--- src/rtl/core/periodic_timer_bank_unit_assert.svh ---
// Assertion macros shared by the timer bank modules.
`ifndef PERIODIC_TIMER_BANK_UNIT_ASSERT_SVH
`define PERIODIC_TIMER_BANK_UNIT_ASSERT_SVH

// Same-cycle implication, checked outside reset.
`define PTB_ASSERT_NOW(lbl, clk_s, rst_s, ante, cons) \
  lbl: assert property (@(posedge clk_s) disable iff (rst_s) (ante) |-> (cons)) \
    else $error("timer bank check failed");

// Next-cycle implication, checked outside reset.
`define PTB_ASSERT_NEXT(lbl, clk_s, rst_s, ante, cons) \
  lbl: assert property (@(posedge clk_s) disable iff (rst_s) (ante) |=> (cons)) \
    else $error("timer bank check failed");

`endif

--- src/rtl/core/ptb_pkg.sv ---
package ptb_pkg;

  // Field widths
  localparam int KIND_W  = 2;
  localparam int INDEX_W = 5;
  localparam int DATA_W  = 32;
  localparam int CFG_W   = 6;

  // Bank size default and visit ceiling per tick
  localparam int NUM_TIMERS_DEF = 32;
  localparam int MAX_VISIT      = 32;

  // Item kinds
  localparam logic [KIND_W-1:0] KIND_TICK   = 2'd0;
  localparam logic [KIND_W-1:0] KIND_ARM    = 2'd1;
  localparam logic [KIND_W-1:0] KIND_DISARM = 2'd2;

  // Controller states
  typedef enum logic [1:0] {
    ST_IDLE,
    ST_SCAN,
    ST_FLUSH
  } ptb_state_t;

  // Controller to datapath
  typedef struct packed {
    logic accept;      // input item taken this cycle
    logic start_tick;  // tick item taken: set up a sweep
    logic scan;        // sweep in progress
    logic flush;       // sweep over: hand out the held result
  } ptb_cmd_t;

  // Datapath to controller
  typedef struct packed {
    logic scan_done;   // every timer in the sweep visited and evaluated
    logic pend_vld;    // a fired result is being held back
    logic out_free;    // output register can take a result
  } ptb_status_t;

endpackage

--- src/rtl/core/periodic_timer_bank_unit.sv ---
// Channel  Handshake            Payload
// in       in_valid/in_ready    kind, timer_index, timeout, interval
// out      out_valid/out_ready  fired_index, last
// cfg      cfg_valid/cfg_ready  cfg_data (timers_in_use)
//
// Arm, disarm and unused kinds are taken in idle; input is ready again next cycle.
// A tick runs a sweep: it reads one timer entry per cycle, unless stalled, from the
// count/reload memories, overlapped with write-back of the previous one, then
// finishes the sweep and flushes the held result.
// Reset is synchronous; no clearing pass, live bits clear at once.
// A stalled output holds the sweep only when a second firing needs the register.
module periodic_timer_bank_unit #(
  parameter int NUM_TIMERS = ptb_pkg::NUM_TIMERS_DEF
) (
  input  logic                        clk,
  input  logic                        rst,
  input  logic                        in_valid,
  output logic                        in_ready,
  input  logic [ptb_pkg::KIND_W-1:0]  kind,
  input  logic [ptb_pkg::INDEX_W-1:0] timer_index,
  input  logic [ptb_pkg::DATA_W-1:0]  timeout,
  input  logic [ptb_pkg::DATA_W-1:0]  interval,
  output logic                        out_valid,
  input  logic                        out_ready,
  output logic [ptb_pkg::INDEX_W-1:0] fired_index,
  output logic                        last,
  input  logic                        cfg_valid,
  output logic                        cfg_ready,
  input  logic [ptb_pkg::CFG_W-1:0]   cfg_data
);
  import ptb_pkg::*;

  ptb_cmd_t    cmd;
  ptb_status_t status;

  // Sequencer
  ptb_ctrl u_ctrl (
    .clk      (clk),
    .rst      (rst),
    .in_valid (in_valid),
    .in_ready (in_ready),
    .kind     (kind),
    .status   (status),
    .cmd      (cmd)
  );

  // Timer store, sweep and output register
  ptb_datapath #(
    .NUM_TIMERS (NUM_TIMERS)
  ) u_datapath (
    .clk         (clk),
    .rst         (rst),
    .cmd         (cmd),
    .status      (status),
    .kind        (kind),
    .timer_index (timer_index),
    .timeout     (timeout),
    .interval    (interval),
    .out_valid   (out_valid),
    .out_ready   (out_ready),
    .fired_index (fired_index),
    .last        (last),
    .cfg_valid   (cfg_valid),
    .cfg_ready   (cfg_ready),
    .cfg_data    (cfg_data)
  );

endmodule

--- src/rtl/core/ptb_datapath.sv ---
module ptb_datapath #(
  parameter int NUM_TIMERS = ptb_pkg::NUM_TIMERS_DEF
) (
  input  logic                        clk,
  input  logic                        rst,
  input  ptb_pkg::ptb_cmd_t           cmd,
  output ptb_pkg::ptb_status_t        status,
  input  logic [ptb_pkg::KIND_W-1:0]  kind,
  input  logic [ptb_pkg::INDEX_W-1:0] timer_index,
  input  logic [ptb_pkg::DATA_W-1:0]  timeout,
  input  logic [ptb_pkg::DATA_W-1:0]  interval,
  output logic                        out_valid,
  input  logic                        out_ready,
  output logic [ptb_pkg::INDEX_W-1:0] fired_index,
  output logic                        last,
  input  logic                        cfg_valid,
  output logic                        cfg_ready,
  input  logic [ptb_pkg::CFG_W-1:0]   cfg_data
);
  import ptb_pkg::*;

  localparam int IDX_W     = (NUM_TIMERS > 1) ? $clog2(NUM_TIMERS) : 1;
  localparam int CNT_W     = $clog2(NUM_TIMERS + 1);
  localparam int VISIT_MAX = (NUM_TIMERS < MAX_VISIT) ? NUM_TIMERS : MAX_VISIT;
  localparam logic [CFG_W-1:0] VISIT_MAX_C = CFG_W'(VISIT_MAX);

  // Timer store: count and reload in memory, one live bit per entry
  logic [DATA_W-1:0] count_mem  [NUM_TIMERS];
  logic [DATA_W-1:0] reload_mem [NUM_TIMERS];
  logic [NUM_TIMERS-1:0] live;

  logic [CFG_W-1:0]  timers_in_use;
  logic [CNT_W-1:0]  visit_n;
  logic [CNT_W-1:0]  scan_idx;
  logic              eval_vld;
  logic [IDX_W-1:0]  eval_idx;
  logic [DATA_W-1:0] rd_count;
  logic [DATA_W-1:0] rd_reload;
  logic              rd_live;
  logic              pend_vld;
  logic [IDX_W-1:0]  pend_idx;

  logic              in_range;
  logic [IDX_W-1:0]  in_addr;
  logic              do_arm;
  logic              do_disarm;
  logic [CFG_W-1:0]  visit_clip;
  logic              rd_go;
  logic [DATA_W-1:0] count_cur;
  logic [DATA_W-1:0] reload_cur;
  logic              dec;
  logic              fire;
  logic              out_free;
  logic              stall;
  logic              commit;
  logic              push_mid;
  logic              push_end;
  logic              cnt_we;
  logic [IDX_W-1:0]  cnt_waddr;
  logic [DATA_W-1:0] cnt_wdata;

  // Arm / disarm decode
  assign in_range  = int'(timer_index) < NUM_TIMERS;
  assign in_addr   = IDX_W'(timer_index);
  assign do_arm    = cmd.accept && (kind == KIND_ARM) && in_range;
  assign do_disarm = cmd.accept && (kind == KIND_DISARM) && in_range;

  // Timers visited per tick
  assign visit_clip = (timers_in_use > VISIT_MAX_C) ? VISIT_MAX_C : timers_in_use;

  // Evaluate the timer whose entry sits in the read registers
  assign count_cur  = rd_live ? rd_count  : '0;
  assign reload_cur = rd_live ? rd_reload : '0;
  assign dec        = eval_vld && (count_cur != '0);
  assign fire       = dec && (count_cur == DATA_W'(1));
  assign out_free   = !out_valid || out_ready;
  assign stall      = fire && pend_vld && !out_free;
  assign commit     = cmd.scan && eval_vld && !stall;
  assign rd_go      = cmd.scan && !stall && (scan_idx != visit_n);
  assign push_mid   = commit && fire && pend_vld;
  assign push_end   = cmd.flush && pend_vld && out_free;

  // Count write port: arm/disarm when idle, write-back during a sweep
  always_comb begin
    cnt_we    = 1'b0;
    cnt_waddr = in_addr;
    cnt_wdata = timeout;
    if (do_arm) begin
      cnt_we = 1'b1;
    end else if (do_disarm) begin
      cnt_we    = 1'b1;
      cnt_wdata = '0;
    end else if (commit && dec) begin
      cnt_we    = 1'b1;
      cnt_waddr = eval_idx;
      cnt_wdata = fire ? reload_cur : (count_cur - DATA_W'(1));
    end
  end

  // Memories
  always_ff @(posedge clk) begin
    if (cnt_we) begin
      count_mem[cnt_waddr] <= cnt_wdata;
    end
    if (do_arm) begin
      reload_mem[in_addr] <= interval;
    end
    if (rd_go) begin
      rd_count  <= count_mem[scan_idx[IDX_W-1:0]];
      rd_reload <= reload_mem[scan_idx[IDX_W-1:0]];
      rd_live   <= live[scan_idx[IDX_W-1:0]];
    end
  end

  // Live bits: an entry reads as zero until first armed
  always_ff @(posedge clk) begin
    if (rst) begin
      live <= '0;
    end else if (do_arm) begin
      live[in_addr] <= 1'b1;
    end
  end

  // Config register
  assign cfg_ready = 1'b1;
  always_ff @(posedge clk) begin
    if (rst) begin
      timers_in_use <= '0;
    end else if (cfg_valid && cfg_ready) begin
      timers_in_use <= cfg_data;
    end
  end

  // Sweep counters
  always_ff @(posedge clk) begin
    if (rst) begin
      visit_n  <= '0;
      scan_idx <= '0;
      eval_vld <= 1'b0;
    end else if (cmd.start_tick) begin
      visit_n  <= CNT_W'(visit_clip);
      scan_idx <= '0;
      eval_vld <= 1'b0;
    end else if (cmd.scan && !stall) begin
      eval_vld <= rd_go;
      if (rd_go) begin
        scan_idx <= scan_idx + CNT_W'(1);
      end
    end
  end

  always_ff @(posedge clk) begin
    if (rd_go) begin
      eval_idx <= scan_idx[IDX_W-1:0];
    end
  end

  // Held result: released once the next firing or the sweep end shows its mark
  always_ff @(posedge clk) begin
    if (rst) begin
      pend_vld <= 1'b0;
    end else if (commit && fire) begin
      pend_vld <= 1'b1;
    end else if (push_end) begin
      pend_vld <= 1'b0;
    end
  end

  always_ff @(posedge clk) begin
    if (commit && fire) begin
      pend_idx <= eval_idx;
    end
  end

  // Output register
  always_ff @(posedge clk) begin
    if (rst) begin
      out_valid <= 1'b0;
    end else if (push_mid || push_end) begin
      out_valid <= 1'b1;
    end else if (out_ready) begin
      out_valid <= 1'b0;
    end
  end

  always_ff @(posedge clk) begin
    if (push_mid || push_end) begin
      fired_index <= INDEX_W'(pend_idx);
      last        <= push_end;
    end
  end

  assign status.scan_done = (scan_idx == visit_n) && !eval_vld;
  assign status.pend_vld  = pend_vld;
  assign status.out_free  = out_free;

`include "periodic_timer_bank_unit_assert.svh"

  `PTB_ASSERT_NEXT(a_stall_holds, clk, rst, stall, eval_vld && $stable(eval_idx))
  `PTB_ASSERT_NOW(a_eval_in_range, clk, rst, eval_vld, CNT_W'(eval_idx) < visit_n)
  `PTB_ASSERT_NOW(a_scan_bound, clk, rst, cmd.scan, scan_idx <= visit_n)

endmodule

--- src/rtl/core/ptb_ctrl.sv ---
module ptb_ctrl (
  input  logic                       clk,
  input  logic                       rst,
  input  logic                       in_valid,
  output logic                       in_ready,
  input  logic [ptb_pkg::KIND_W-1:0] kind,
  input  ptb_pkg::ptb_status_t       status,
  output ptb_pkg::ptb_cmd_t          cmd
);
  import ptb_pkg::*;

  ptb_state_t state;
  ptb_state_t state_next;

  // State register
  always_ff @(posedge clk) begin
    if (rst) begin
      state <= ST_IDLE;
    end else begin
      state <= state_next;
    end
  end

  // Next state
  always_comb begin
    state_next = state;
    unique case (state)
      ST_IDLE: begin
        if (in_valid && (kind == KIND_TICK)) state_next = ST_SCAN;
      end
      ST_SCAN: begin
        if (status.scan_done) state_next = ST_FLUSH;
      end
      ST_FLUSH: begin
        if (!status.pend_vld || status.out_free) state_next = ST_IDLE;
      end
      default: state_next = ST_IDLE;
    endcase
  end

  // Outputs
  always_comb begin
    in_ready       = 1'b0;
    cmd            = '0;
    unique case (state)
      ST_IDLE: begin
        in_ready       = 1'b1;
        cmd.accept     = in_valid;
        cmd.start_tick = in_valid && (kind == KIND_TICK);
      end
      ST_SCAN:  cmd.scan  = 1'b1;
      ST_FLUSH: cmd.flush = 1'b1;
      default: ;
    endcase
  end

`include "periodic_timer_bank_unit_assert.svh"

  `PTB_ASSERT_NEXT(a_tick_starts_sweep, clk, rst, cmd.start_tick, state == ST_SCAN)
  `PTB_ASSERT_NEXT(a_flush_ends, clk, rst, state == ST_FLUSH && !status.pend_vld, state == ST_IDLE)

endmodule
--- config.mk ---
export PLATFORM = sky130hd
export DESIGN_NAME = periodic_timer_bank_unit
export DESIGN_NICKNAME = d
export VERILOG_FILES = /design/src/rtl/core/ptb_pkg.sv /design/src/rtl/core/periodic_timer_bank_unit.sv /design/src/rtl/core/ptb_datapath.sv /design/src/rtl/core/ptb_ctrl.sv
export VERILOG_INCLUDE_DIRS = /design/src /design/src/rtl/core
export SDC_FILE = /design/constraint.sdc
export NUM_CORES = 2
export LEC_CHECK = 0
export BUFFER_PORTS_ARGS = -buffer_cell sky130_fd_sc_hd__buf_2
export CORE_MARGIN = 2
export CORE_UTILIZATION = 49
export DETAILED_ROUTE_END_ITERATION = 8
export PLACE_DENSITY = 0.64
export SLEW_MARGIN = 15
export SYNTH_ARGS = -nofsm -noshare
export SYNTH_HDL_FRONTEND = slang
export SYNTH_SLANG_ARGS = --single-unit
export TNS_END_PERCENT = 1
--- constraint.sdc ---
create_clock -name clk -period 13.65 [get_ports clk]
set_clock_uncertainty 0.2 [all_clocks]
set_input_delay 3.4125 -clock clk [delete_from_list [all_inputs] [get_ports clk]]
set_output_delay 3.4125 -clock clk [all_outputs]
set_load 0.02 [all_outputs]
# Word level (Yosys, flattened, before mapping)
# Memories as Yosys holds them, arrays and structs flattened. A register that Yosys moved wholly into a read port is not among the register bits.
# Cells that the tools add are included.
# W data, S select, Z words.
dict set report totals {
  ff_bits 72
  ram_bits 2048
  output_inout_bits 9
  elab_cells 99
  mem_count 2
}
# memory words width read_ports rd_ports_with_merged_regs wr line
set mem_list {}
lappend mem_list {u_datapath.count_mem 32 32 1 1 1 ptb_datapath.sv:28} ;# logic [DATA_W-1:0] count_mem [NUM_TIMERS];
lappend mem_list {u_datapath.reload_mem 32 32 1 1 1 ptb_datapath.sv:29} ;# logic [DATA_W-1:0] reload_mem [NUM_TIMERS];
dict set report classes {
  n_addsub 2
  n_lt_le_gt_ge 4
  n_eq_ne 10
  mux 33
  bitwise_logic 1
  n_reduce_logical 34
}
# operator n
set op_table {}
lappend op_table {{$mux W32} 6}
lappend op_table {{$eq A32 B1 Y1 const B} 1}
lappend op_table {{$or A32 B32 Y32} 1}
lappend op_table {{$reduce_bool A32 Y1} 1}
lappend op_table {{$sub A32 B1 Y32 const B} 1}
lappend op_table {{$logic_and A1 B1 Y1} 18}
lappend op_table {{$mux W1} 16}
lappend op_table {{$mux W5} 3}
lappend op_table {{$lt A5 B6 Y1 const B} 2}
lappend op_table {{$mux W2} 4}
lappend op_table {{$add A6 B1 Y6 const B} 1}
lappend op_table {{$eq A6 B6 Y1} 1}
lappend op_table {{$gt A6 B6 Y1 const B} 1}
lappend op_table {{$mux W6} 1}
lappend op_table {{$ne A6 B6 Y1} 1}
lappend op_table {{$pmux W2 S3} 1}
lappend op_table {{$bmux W1 S5} 1}
lappend op_table {{$demux W1 S5} 1}
lappend op_table {{$ge A5 B1 Y1 const B} 1}
lappend op_table {{$logic_not A1 Y1} 5}
lappend op_table {{$eq A2 B1 Y1 const B} 2}
lappend op_table {{$eq A2 B2 Y1 const B} 2}
lappend op_table {{$logic_not A2 Y1} 2}
lappend op_table {{$ne A2 B1 Y1 const B} 2}
lappend op_table {{other kinds (6)} 9}

# Depth between registers and ports, before layout
dict set report depth {
  word_depth 14
  mapped_depth 13
}

# Cells and area by module
# A second synthesis with hierarchy kept.
dict set report unflattened {
  cells_unflattened 3616
  area_unflattened_um2 84390.9
}
# module instances cells_each area_per_inst_um2
set by_module_without_submodules {}
lappend by_module_without_submodules {ptb_datapath 1 3601 84253.3}
lappend by_module_without_submodules {ptb_ctrl 1 15 137.6}

# Least setup slack after synthesis
# OpenSTA, ideal clock, no wires.
dict set report synth_path {
  path_kind {input port to flip-flop}
  from {input port out_ready}
  to {register u_datapath.scan_idx[5]}
  setup_time_ns 0.124
  arrival_ns 8.038
  required_ns 13.326
  path_slack_ns 5.288
  cell_stages 6
  path_cell_list {nor2b_1 -> and3_1 -> clkbuf_1 -> a21oi_1 -> a31oi_1 -> a41o_1}
}
dict set report synth_between {
  elab_chain_len 7
}
# item line
set synth_lines {}
lappend synth_lines {{start, declared} periodic_timer_bank_unit.sv:24} ;# input logic out_ready,
lappend synth_lines {{$logic_or A1 B1 Y1} ptb_datapath.sv:76} ;# assign out_free = !out_valid || out_ready;
lappend synth_lines {{$logic_not A1 Y1} ptb_datapath.sv:77} ;# assign stall = fire && pend_vld && !out_free;
lappend synth_lines {{$logic_and A1 B1 Y1} ptb_datapath.sv:77}
lappend synth_lines {{$logic_not A1 Y1} ptb_datapath.sv:79} ;# assign rd_go = cmd.scan && !stall && (scan_idx != visit_n);
lappend synth_lines {{$logic_and A1 B1 Y1 (2 in a row)} ptb_datapath.sv:79}
lappend synth_lines {{named net u_datapath.rd_go} ptb_datapath.sv:48} ;# logic rd_go;
lappend synth_lines {{$reduce_and A2 Y1 (no source line)} --}
lappend synth_lines {{end signal, assigned} ptb_datapath.sv:147} ;# scan_idx <= scan_idx + CNT_W'(1);
lappend synth_lines {{end, declared} ptb_datapath.sv:34} ;# logic [CNT_W-1:0] scan_idx;
# The timed path passes the listed nets, and every way through them passes these cells.
# A chain may end at the register's enable or synchronous reset.

# Worst setup path in the final report
dict set report layout_path {
  from {input port out_ready}
  to {memory u_datapath.count_mem[11][4] (enable)}
}
dict set report layout_between {
  elab_chain_len 11
}
# item line
set layout_lines {}
lappend layout_lines {{$logic_or A1 B1 Y1 *} ptb_datapath.sv:76}
lappend layout_lines {{$logic_not A1 Y1 *} ptb_datapath.sv:77}
lappend layout_lines {{$logic_and A1 B1 Y1 *} ptb_datapath.sv:77}
lappend layout_lines {{$logic_not A1 Y1 *} ptb_datapath.sv:78} ;# assign commit = cmd.scan && eval_vld && !stall;
lappend layout_lines {{$logic_and A1 B1 Y1 *} ptb_datapath.sv:78}
lappend layout_lines {{$logic_and A1 B1 Y1 *} ptb_datapath.sv:93} ;# end else if (commit && dec) begin
lappend layout_lines {{$mux W1} ptb_datapath.sv:93}
lappend layout_lines {{$mux W1} ptb_datapath.sv:90} ;# end else if (do_disarm) begin
lappend layout_lines {{$mux W1} ptb_datapath.sv:88} ;# if (do_arm) begin
lappend layout_lines {{$mux W1} ptb_datapath.sv:102} ;# if (cnt_we) begin
lappend layout_lines {{$mux W1 (implied by the code)} ptb_datapath.sv:103} ;# count_mem[cnt_waddr] <= cnt_wdata;
lappend layout_lines {{end, declared} ptb_datapath.sv:28}
# Every way passes the cells marked *; elsewhere a longest branch is shown, timed or not.

==> impl_metrics.env <==
export IMPL_wl_met3_mm=15.67
export IMPL_fp_row_count=152
export IMPL_final_cell_mix="2129 x edfxtp_1, 650 x mux4_2, 218 x clkbuf_16"
export IMPL_worst_setup_path_start_kind="input pin"
export IMPL_ys_ff_latch=2184
export IMPL_highest_layer="met4"
export IMPL_regArea_mm2=0.06505
export IMPL_postSynthCellCount=3594
export IMPL_core_area_mm2=0.1712
export IMPL_tns_ns=0
export IMPL_grt_pass1_wl_mm=293.1
export IMPL_place_ws_ns=6.501
export IMPL_grt_overflow_total=0
export IMPL_worst_setup_path_type="input pin to register"
export IMPL_io_pins=91
export IMPL_viasPerCell=6.292
export IMPL_final_setup_worst_slack_ns=7.304
export IMPL_drt_total_wl_mm=207.7
export IMPL_vias=39062
export IMPL_multi_input_area_mm2=0.01916
export IMPL_io_buffers=89
export IMPL_clk_path_buf_depth=3
export IMPL_post_cts_buffers=0
export IMPL_die_h_um=418.5
export IMPL_final_cells=6208
export IMPL_cts_root_buf="clkbuf_16"
export IMPL_drcViolationCount=0
export IMPL_die_area_mm2=0.1751
export IMPL_ys_async_sr_fraction=0
export IMPL_nFillCells=12629
export IMPL_regToRegSetupSlack_ns=8.28
export IMPL_dr_pass1_iters=5
export IMPL_clk_pin_slew_ns=0.07
export IMPL_p_per_area_mw_per_mm2=140.0
export IMPL_p_leak_nw=28.11
export IMPL_grt_use_total=0.2397
export IMPL_worst_path_max_fanout=23
export IMPL_wl_met1_mm=84.04
export IMPL_cts_resized=0
export IMPL_cap_viol_max_count=0
export IMPL_setup_viol=0
export IMPL_synth_flop_cell="edfxtp_1"
export IMPL_layout_cells_most_common="edfxtp_1"
export IMPL_cts_max_level=4
export IMPL_synth_edf_count=2129
export IMPL_period_needed_ns=6.346
export IMPL_cts_hold_buf=0
export IMPL_dr_wl_met2_mm=102.1
export IMPL_final_area_mm2=0.09493
export IMPL_worst_ep_arrival_time_ns=6.61
export IMPL_cts_buffers_inserted=213
export IMPL_dpl_hpwl_mm=118.2
export IMPL_hp_class="register to register"
export IMPL_grt_pass1_vias=38715
export IMPL_die_w_um=418.5
export IMPL_relSlewSlack=0.2158
export IMPL_wire_per_inst_um=33.46
export IMPL_finalMaxSlewViolations=0
export IMPL_hold_slack_ns=0.2258
export IMPL_final_util=0.5546
export IMPL_fin_crit_sh=0.4649
export IMPL_gp_congestion=0.8301
export IMPL_syn_num_nets=3680
export IMPL_clk_latency_ns=0.84
export IMPL_clkSinkCount=2184
export IMPL_synth_area_per_cell_um2=23.42
export IMPL_nNetsFinal=3875
export IMPL_peakVddDrop_mv=0.1267
export IMPL_seq_area_frac_synth=0.7725
export IMPL_drive_above_1_share=0.3225
export IMPL_synthDistinctLibCells=68
export IMPL_drt_iter0_drc=4955
export IMPL_drtAntennaViolNets=0
export IMPL_initial_core_util=0.4919
export IMPL_total_power_mw=13.29
export IMPL_cp_end_kind="register"
export IMPL_antenna_found_initial=16
export IMPL_tritoncts="yes"
export IMPL_dpl_cell_area_mm2=0.08809
export IMPL_hold_viol=0
export IMPL_ys_warnings_count=0
export IMPL_required_ns=13.92
export IMPL_outcome="finished clean"
export IMPL_tightest_slew_ns=1.168
export IMPL_area_delta_synth_final_pct=12.76
export IMPL_rsz0062_at_grt="false"
export IMPL_grt_start_max_net_pins=104
export IMPL_fmax_mhz=157.6
export IMPL_netlist_area_mm2=0.08419
export IMPL_placedCellCount=5802
==> flip-flops by register name, indices dropped and copies added, names as in the netlist <==
register                  cells
u_ctrl.state                  2
u_datapath.count_mem       1024
u_datapath.eval_idx           5
u_datapath.eval_vld           1
u_datapath.fired_index        5
u_datapath.last               1
u_datapath.live              32
u_datapath.out_valid          1
u_datapath.pend_idx           5
u_datapath.pend_vld           1
u_datapath.rd_count          32
u_datapath.rd_live            1
u_datapath.rd_reload         32
u_datapath.reload_mem      1024
u_datapath.scan_idx           6
u_datapath.timers_in_use      6
u_datapath.visit_n            6
==> routing by layer <==
layer	GRT usage	up-vias
li1	-	15892
met1	0.3466	21047
met2	0.3835	1822
met3	0.03549	301
met4	0.07024	0
met5	0	-
==> path summary, 6_finish.rpt <==
kind | from | endpoint | depth (start not counted)
setup / recovery | out_ready | u_datapath.count_mem[11][4]$_DFFE_PP_ | 7
hold / removal | u_datapath.pend_idx[0]$_DFFE_PP_ | u_datapath.fired_index[0]$_DFFE_PP_ | 0
setup reg to reg | u_datapath.rd_live$_DFFE_PP_ | u_datapath.count_mem[7][16]$_DFFE_PP_ | 10
hold reg to reg | u_datapath.pend_idx[0]$_DFFE_PP_ | u_datapath.fired_index[0]$_DFFE_PP_ | 0
==> cells in the mapped netlist (all sizes together), types with 3 or more instances <==
cell,n,area share
a21oi,41,0.0025
a31oi,3,0.00022
o21a,4,0.00036
and3,4,0.00030
buf,57,0.0030
a211oi,8,0.00071
nand2b,7,0.00052
edfxtp,2129,0.76
o21ba,11,0.0013
or2,4,0.00030
o22ai,31,0.0023
and2,4,0.00030
a21o,5,0.00045
mux4,650,0.17
nand4,8,0.00059
xor2,4,0.00042
dfxtp,55,0.013
or3,11,0.00082
o21ai,19,0.0013
o31ai,7,0.00062
inv,7,0.00031
nor3,11,0.00065
a22o,8,0.00083
nor3b,3,0.00027
clkbuf,137,0.0061
a22oi,5,0.00045
nor2b,5,0.00037
mux2i,8,0.00095
nor2,114,0.0052
or3b,5,0.00052
nand3,22,0.0015
a221o,12,0.0014
nand2,57,0.0025
nand3b,9,0.00080
o221ai,3,0.00039
mux2,65,0.0087
nor4,12,0.0013
a32oi,7,0.00073
ha,4,0.00059
xnor2,14,0.0015
==> power breakdown <==
group	total (mW)	switching, mW	internal [mW]
combinational	0.228	0.181	0.0469
clock	5.67	2.44	3.22
sequential	7.39	0.00789	7.39
total	13.3	2.63	10.7
==> area by class of cell <==
cell class / instances / area share
sequential: 2184 / 0.6852
multi-input combinational: 1209 / 0.2019
clock buffer: 291 / 0.06141
tap: 2233 / 0.02943
timing repair buffer: 174 / 0.01236
clock inverter: 104 / 0.009265
inverter: 7 / 0.0002768
antenna: 6 / 0.0001582
==> worst max-delay path: stages <==
cell     delay, ns
buf_2         0.16
nor2b_1       0.16
a41o_1        0.38
a21oi_2       0.46
nand3_1       0.65
o22ai_4       0.75
buf_4         0.58
==> cell families after synthesis <==
family,after synthesis,synth area share
muxes,723,0.1835
DFF,2184,0.7725
xor gates and xnor gates,18,0.001873
AOI/OAI and AO/OA,185,0.01598
buffers and inverters,201,0.009378
other,1,0.00004454
adders and majority gates,4,0.0005945
and+or+nand+nor,278,0.01614
Note: power is estimated with default switching activity, not from simulation.
